`src/hw/rtl/bpa_pkg.sv`:
```
// shared types, constants and codes of the bitmap page allocator
package bpa_pkg;

	localparam int MAX_BLOCKS = 65536;
	localparam int PG_W = $clog2(MAX_BLOCKS) + 1;     // page count, holds MAX_BLOCKS
	localparam int PI_W = $clog2(MAX_BLOCKS);         // page index
	localparam int BYTES = MAX_BLOCKS / 8;            // bitmap bytes
	localparam int BI_W = $clog2(BYTES);              // bitmap byte index
	localparam int ADDR_W = 32;
	localparam int BADDR_W = 28;
	localparam int MODE_W = 3;
	localparam int FIRST_W = ADDR_W - 12 + 1;         // page number of a rounded-up address
	localparam int END_W = FIRST_W + 1;

	localparam logic [MODE_W-1:0] MODE_RELEASE   = 3'd0;
	localparam logic [MODE_W-1:0] MODE_RESERVE   = 3'd1;
	localparam logic [MODE_W-1:0] MODE_ALLOC_ONE = 3'd2;
	localparam logic [MODE_W-1:0] MODE_ALLOC_RUN = 3'd3;
	localparam logic [MODE_W-1:0] MODE_FREE_RUN  = 3'd4;

	typedef enum logic [3:0] {
		ST_FILL,
		ST_IDLE,
		ST_SETUP1,
		ST_SETUP2,
		ST_SETUP3,
		ST_COUNT,
		ST_MARK_RD,
		ST_MARK_WR,
		ST_SEARCH,
		ST_FIN
	} bpa_state_t;

	typedef struct packed {
		logic accept;
		logic fill_init;
		logic fill_step;
		logic setup1;
		logic setup2;
		logic setup3;
		logic count_upd;
		logic mark_wr;
		logic remark_load;
		logic search_init;
		logic search_step;
		logic hit_load;
		logic set_fail;
		logic finish;
	} bpa_cmd_t;

	typedef struct packed {
		logic fill_last;
		logic alloc_ok;
		logic is_region;
		logic is_alloc;
		logic is_release;
		logic empty;
		logic mark_last;
		logic total_nz;
		logic remark_done;
		logic hit;
		logic miss;
		logic out_busy;
	} bpa_sts_t;

endpackage

```
`src/hw/rtl/bpa_ctrl.sv`:
```
// controller state machine of the bitmap page allocator
module bpa_ctrl
	import bpa_pkg::*;
(
	input  logic     clk,
	input  logic     arst_n,
	input  logic     in_valid,
	output logic     in_ready,
	input  logic     cfg_valid,
	input  bpa_sts_t sts,
	output bpa_cmd_t cmd
);

	bpa_state_t state_q, state_d;

	always_ff @(posedge clk or negedge arst_n) begin
		if (!arst_n) begin
			state_q <= ST_FILL;
		end else begin
			state_q <= state_d;
		end
	end

	// after marking, or when its region is empty, a release re-marks page 0 once
	function automatic logic need_remark(bpa_sts_t s);
		return s.is_release && !s.remark_done && s.total_nz;
	endfunction

	always_comb begin
		state_d = state_q;
		cmd = '0;
		in_ready = (state_q == ST_IDLE) && !cfg_valid;
		case (state_q)
			ST_FILL: begin
				cmd.fill_step = 1'b1;
				if (sts.fill_last) begin
					state_d = ST_IDLE;
				end
			end
			ST_IDLE: begin
				if (in_valid && in_ready) begin
					cmd.accept = 1'b1;
					state_d = ST_SETUP1;
				end
			end
			ST_SETUP1: begin
				cmd.setup1 = 1'b1;
				if (sts.is_region) begin
					state_d = ST_SETUP2;
				end else if (sts.is_alloc) begin
					if (sts.alloc_ok) begin
						cmd.search_init = 1'b1;
						state_d = ST_SEARCH;
					end else begin
						cmd.set_fail = 1'b1;
						state_d = ST_FIN;
					end
				end else begin
					state_d = ST_FIN;
				end
			end
			ST_SETUP2: begin
				cmd.setup2 = 1'b1;
				state_d = ST_SETUP3;
			end
			ST_SETUP3: begin
				cmd.setup3 = 1'b1;
				state_d = ST_COUNT;
			end
			ST_COUNT: begin
				cmd.count_upd = 1'b1;
				if (!sts.empty) begin
					state_d = ST_MARK_RD;
				end else if (need_remark(sts)) begin
					cmd.remark_load = 1'b1;
					state_d = ST_MARK_RD;
				end else begin
					state_d = ST_FIN;
				end
			end
			ST_MARK_RD: begin
				state_d = ST_MARK_WR;
			end
			ST_MARK_WR: begin
				cmd.mark_wr = 1'b1;
				if (!sts.mark_last) begin
					state_d = ST_MARK_RD;
				end else if (need_remark(sts)) begin
					cmd.remark_load = 1'b1;
					state_d = ST_MARK_RD;
				end else begin
					state_d = ST_FIN;
				end
			end
			ST_SEARCH: begin
				if (sts.hit) begin
					cmd.hit_load = 1'b1;
					state_d = ST_MARK_RD;
				end else if (sts.miss) begin
					cmd.set_fail = 1'b1;
					state_d = ST_FIN;
				end else begin
					cmd.search_step = 1'b1;
				end
			end
			ST_FIN: begin
				if (!sts.out_busy) begin
					cmd.finish = 1'b1;
					state_d = ST_IDLE;
				end
			end
			default: begin
				state_d = ST_IDLE;
			end
		endcase
		// a register write restarts the all-used fill
		if (cfg_valid) begin
			cmd.fill_init = 1'b1;
			cmd.fill_step = 1'b0;
			state_d = ST_FILL;
		end
	end

endmodule

```
`config.mk`:
```
export PLATFORM = sky130hd
export DESIGN_NAME = bpa_ctrl
export DESIGN_NICKNAME = d
export VERILOG_FILES = /design/src/hw/rtl/bpa_pkg.sv /design/src/hw/rtl/bpa_ctrl.sv
export SDC_FILE = /design/constraint.sdc
export NUM_CORES = 1
export LEC_CHECK = 0
export ABC_AREA = 1
export BUFFER_PORTS_ARGS = -buffer_cell sky130_fd_sc_hd__buf_2
export CELL_PAD_IN_SITES_DETAIL_PLACEMENT = 0
export CELL_PAD_IN_SITES_GLOBAL_PLACEMENT = 1
export CORE_MARGIN = 10
export CORE_UTILIZATION = 27
export DETAILED_ROUTE_END_ITERATION = 10
export PLACE_DENSITY_LB_ADDON = 0.25
export SLEW_MARGIN = 20
export SYNTH_ARGS = -nofsm -noshare
export SYNTH_HDL_FRONTEND = slang
export SYNTH_SLANG_ARGS = --single-unit
```
`constraint.sdc`:
```
create_clock -name clk -period 1.95 [get_ports clk]
set_input_delay 0.39 -clock clk [delete_from_list [all_inputs] [get_ports clk]]
set_output_delay 0.39 -clock clk [all_outputs]
set_load 0.01 [all_outputs]
```
==> results of run 1 <==
logic make-up after synthesis:
logic type	share of synthesized area, %
and+or+nand+nor	58.7
buffers and inverters	15.9
AOI/OAI and AO/OA	6.41
DFF	19.0
timing repair:
action,in CTS,in global routing
endpoints found under the setup margin,0,1
gates resized for setup,0,3
hold buffers,1,0
buffers inserted,0,0
endpoints found under the hold margin,4,0
metrics by stage:
step	hold WS, ns	util (%)
finish	0.465	41.9
global placement	0.199	39.4
CTS	0.462	41.3
global route	0.465	41.9
detailed placement	0.199	39.4
floorplan	0.0944	-
worst reg2reg max path, stage by stage (launching register included):
cell	delay (ns)
dfrtp_1	0.48
nor2_4	0.22
inv_1	0.06
o21ai_1	0.11
nand2_1	0.09
nor2_1	0.11
nand2_1	0.07
nand2_1	0.06
nand2_1	0.04
final timing paths:
check | from | endpoint | slack, ns | cells past startpoint
worst max-delay path | state_q[2] | cmd[1] | 0.13 | 4
worst min-delay path | cfg_valid | state_q[2] | 0.47 | 2
worst max register to register | state_q[1] | state_q[0] | 0.59 | 8
worst min register to register | state_q[0] | state_q[0] | 0.62 | 2
max in group asynchronous | arst_n | state_q[0] | 1.33 | 2
min in group asynchronous | arst_n | state_q[2] | 0.49 | 2
per-layer routing:
layer	routed length (um)	vias to the layer above
met5	0	-
met4	15	0
met3	93	2
met2	831	19
met1	832	317
li1	-	380
layout by cell type, fill, tap and decap left out:
cell type and instances:
nor2_2 1, o32ai_1 1, nor3_1 2, a21oi_1 1, clkbuf_4 3, nand2_1 25, dlygate4sd3_1 1, o21ai_1 1
buf_4 1, nand2_2 1, nor2_4 3, buf_2 30, nand3b_1 1, dfrtp_1 3, nor2_1 17, o21ai_0 3
inv_1 15, nand3_1 12, nand4_1 5, nor4_1 1, inv_2 4, dfrtp_2 1
layout make-up:
| cell class | instances | share of cell area, % |
|---|---|---|
| tap | 25 | 4.19 |
| sequential | 4 | 13.6 |
| timing repair buffer | 32 | 22.4 |
| inverter | 19 | 9.55 |
| multi-input combinational | 74 | 47.2 |
| clock buffer | 3 | 3.02 |
power breakdown:
part           switching [W]  internal [W]  total, W  leakage [nW]
registers          0.0000356      0.000101  0.000137        0.0530
logic               0.000192      0.000103  0.000295         0.419
clock network      0.0000323     0.0000688  0.000101        0.0138
total               0.000260      0.000273  0.000533         0.486
==> impl_metrics.toml, run 1 <==
[floorplan]
row_count = 15
initial_core_util_pct = 29.5
dieArea_um2 = 4120
die_width_um = 64.2
die-height_um = 64.2
core_area_um2 = 1780
ios = 31

[clock_tree]
clk_path_buf_depth = 2
ctsHtreeMaxLevel = 1
path_clk_slew_ns = 0.04
root_buffer = "clkbuf_4"
tritoncts = "yes"
clock_latency_ns = 0.23
cts_buffers = 3
cts.sinks = 4

[synth]
synth_top_area_share_pct = 19.0
synth_cell_types = 19
ys.flop_type = "dfrtp_1"
ys_top_cells_by_area = "dfrtp_1, nand2_1, nor2_1, nand3_1, inv_1"
synth_seq_cells = 4
synth_most_common_cell = "nand2_1"
seq_area_frac_synth_pct = 19.0
synthArstFlopShare_pct = 100
syn_nets = 115
syn-cell-area_um2 = 527
syn_avg_cell_area_um2 = 5.32
yosys_warnings = 0
synth_common_cells = "nand2_1, nor2_1, inv_1, nand3_1, nand4_1"
synthCells = 99
synth-edff-count = 0
synth_top_cell_by_area = "dfrtp_1"

[routing]
ant_nets = 0
dr.first_iter.drc_count = 13
vias_per_cell = 4.57
drtPass1Iterations = 3
wl_per_cell_um = 11.3
post-route-drc-count = 0
wl_um = 1770
dr_total_vias = 718

[sta]
hold_viol = 0
setup_tns_ns = 0
rsz0062_at_grt = "false"
setup_violations = 0
relSlewSlack_pct = 79.2
fin_crit_sh_pct = 93.5
finClkSkew_ns = 0.00301
fmax_ghz = 0.548
layout_setup_ws_ns = 0.127
layout_min_cycle_time_ns = 1.82
tightest_slew_ns = 0.311
drv_slew = 0

[final_layout]
top_regs = "state_q x4"
largest-register = "state_q"
stdcell_count = 157
regArea_um2 = 101
stdcell_area_um2 = 747
largest_reg_flops = 4
multiInputGateArea_um2 = 353
final_layout_size_suffix_gt1_share_pct = 33.3
nets = 150
synthToLayoutAreaGrowth_pct = 41.8
filler_cell_count = 214
diodes = 0

[grt]
globalRouteMet3Util_pct = 2.26
top_usage_layer = "met2"
grt_use_total_pct = 8.21
grt_pass1_vias = 706
antenna_found_initial = 0
grt_overflow_total = 0
use_met1_pct = 9.31
grt_pass1_wl_um = 2860
grtUsageMet2_pct = 14.2
grt_max_degree = 11

[worst_setup_path]
worst_ep_arrival_time_ns = 1.43
endpoint_kind = "output port"
crit_path_cell_trace = "nor2_4, nand4_1, o32ai_1, buf_2"
cp.required_ns = 1.56
max_stage_delay_ns = 0.43
critPathSlowestCell = "dfrtp_1"
crit_family = "flip-flops"
worstSetupPathType = "flop to output port"
worstSetupStartpointType = "flop"
critPathMaxFanout = 7
worst-path-buf-inv = 1

[worst_hold_path]
hp-class = "input port to flop"

[run]
drv_cap = 0

[place]
post-place-cells = 153
gp_congestion = 0.839
dp_hpwl_um = 1550
io_buffers = 30
dpl_cell_area_um2 = 703
dpl_worst_slack_ns = 0.293

[pwr]
max-vdd-ir-drop_mv = 0.253
power.leakage_nw = 0.486
power.density_nw_per_um2 = 714
power.total_w = 0.000533

[status]
status = "complete, no violations"
Note: power is estimated with default switching activity, not from simulation.
==> run 2: changes to the inputs <==
- BUFFER_PORTS_ARGS: -buffer_cell sky130_fd_sc_hd__buf_2 -> not set
- CORE_UTILIZATION: 27 -> 38
- DONT_BUFFER_PORTS: not set -> 1
- clock period: 1.95 -> 2.25 ns (I/O delays scaled with it)
==> run 2 against run 1 <==
Net effect:
- cell area is 24% lower
- wire length down 11%
- utilization increased by 1.6 points
- power down 23%
- clock-buffer cell count stayed put
- non-clock buffer count down 31
- sequential share of layout area rose by 4.1 points
- global-route usage grew 2.1 points
- critical endpoint unchanged
==> impl_metrics.toml, run 2 (synthesis gave the netlist of run 1 again) <==
[sta]
setup_violations = 0
rsz0062_at_grt = "false"
fmax_ghz = 0.513
tightest_slew_ns = 0.575
hold_viol = 0
relSlewSlack_pct = 61.3
setup_tns_ns = 0
fin_crit_sh_pct = 86.7
finClkSkew_ns = 0.00441
layout_min_cycle_time_ns = 1.95
drv_slew = 0

[final_layout]
final_common_cell = "nand2_1"
filler_cell_count = 167
mostFrequentLayoutCells = "nand2_1, nor2_1, inv_1"
top_regs = "state_q x4"
synthToLayoutAreaGrowth_pct = 7.36
largest-register = "state_q"
largest_reg_flops = 4
nets = 119
final_layout_size_suffix_gt1_share_pct = 11.9
stdcell_area_um2 = 566
diodes = 0

[clock_tree]
cts-resized-gates = 0
clock_latency_ns = 0.23
cts_buffers = 3
root_buffer = "clkbuf_4"
path_clk_slew_ns = 0.04
tritoncts = "yes"
clk_path_buf_depth = 2
ctsHtreeMaxLevel = 1
cts.sinks = 4
post_cts_buffers = 0

[worst_setup_path]
worstSetupStartpointType = "flop"
critPathMaxFanout = 7
cp.required_ns = 1.80
worstSetupPathType = "flop to output port"
crit_path_cell_trace = "nor2_2, nand4_1, o32ai_1"
reg2reg_from = "state_q[1]"
crit_start = "state_q[2]"
reg2reg_to = "state_q[0]"
r2r_cells = 8
worst_ep_arrival_time_ns = 1.50
endpoint_kind = "output port"
timing.reg2reg.setup_slack_ns = 0.78
max_stage_delay_ns = 0.44
critPathSlowestCell = "o32ai_1"

[grt]
grt_use_total_pct = 10.3
grt_overflow_total = 0
grt_pass1_wl_um = 2780
grt_pass1_vias = 633
grt_max_degree = 11
antenna_found_initial = 0

[routing]
drtPass1Iterations = 4
post-route-drc-count = 0
wl_per_cell_um = 13.5
vias_per_cell = 5.15
dr.first_iter.drc_count = 10
ant_nets = 0
dr_total_vias = 597
wl_um = 1570

[pwr]
seq_power_share_pct = 27.5
p_comb_share_pct = 51.5
intPower_w = 0.000205
power.leakage_nw = 0.338
p_sw_w = 0.000203
switching_share_pct = 49.7
power.density_nw_per_um2 = 722
max-vdd-ir-drop_mv = 0.245
clkPwrFrac_pct = 21.0
power.total_w = 0.000408

[worst_hold_path]
min-delay-start = "cfg_valid"
min_path_cells = 1
min_to = "state_q[2]"
hp-class = "input port to flop"

[place]
dpl_cell_area_um2 = 533
io_buffers = 0
dp_hpwl_um = 1360
gp_congestion = 0.843

[run]
drv_cap = 0

[floorplan]
die-height_um = 57.2
initial_core_util_pct = 40.5
core_area_um2 = 1300
ios = 31
dieArea_um2 = 3280
die_width_um = 57.2
row_count = 13

[status]
status = "complete, no violations"
run 2: cell count changes in the layout (fill, tap and decap cells not counted), sizes merged:
| cell | delta |
|---|---|
| buf | -31 |
run 2: how the worst max path moves through the flow:
stage	slack (ns)	endpoint	cells after the start
after floorplan	0.69	cmd[1]	3
after global placement	0.53	cmd[1]	3
after detailed placement	0.52	cmd[1]	3
after CTS	0.27	cmd[1]	3
after global routing	0.18	cmd[1]	3
final	0.30	cmd[1]	3
run 2: stage by stage:
| stage | utilization, % | instances | worst slack, ns | hold slack [ns] |
|---|---|---|---|---|
| 2_1_floorplan | - | 99 | 0.685 | 0.154 |
| 3_3_place_gp | 41.0 | 112 | 0.534 | 0.155 |
| 3_5_place_dp | 41.0 | 112 | 0.515 | 0.155 |
| 4_1_cts | 43.5 | 116 | 0.269 | 0.281 |
| 5_1_grt | 43.5 | 116 | 0.184 | 0.272 |
| 6_report | 43.5 | 116 | 0.300 | 0.282 |
run 2: power by group through the flow:
stage                     Sequential (W)  Combinational (W)  Clock [W]
after CTS                       0.000112           0.000215  0.0000881
after global routing            0.000117           0.000249  0.0000958
after detailed placement        0.000114           0.000211          0
after floorplan                 0.000107           0.000173          0
after global placement          0.000113           0.000208          0
final                           0.000112           0.000210  0.0000859
run 2: metal layers:
metal | part of all wire (%) | track usage [%] | up-vias
li1 | - | - | 318
met1 | 46 | 11.6 | 256
met2 | 47 | 16.1 | 21
met3 | 6.6 | 3.76 | 2
met4 | 1.0 | 6.04 | 0
met5 | 0 | 0 | -
run 2: critical path: cells and delay by family (launching register included):
kind / cells / cell delay (ns)
AO/OA/AOI/OAI: 1 / 0.44
AND/OR/NAND/NOR: 2 / 0.42
flip-flops: 1 / 0.41
run 2: cell type report:
class / instances / area (um^2) / area share (%)
multi-input combinational: 74 / 343 / 60.6
timing repair buffer: 1 / 10.0 / 1.77
clock buffer: 3 / 22.5 / 3.98
inverter: 19 / 71.3 / 12.6
tap: 15 / 18.8 / 3.32
sequential: 4 / 100 / 17.7
run 2: what timing repair did:
item | CTS | global route
hold buffers | 1 | 0
setup endpoints to repair | 0 | 0
endpoints found under the hold margin | 4 | 0
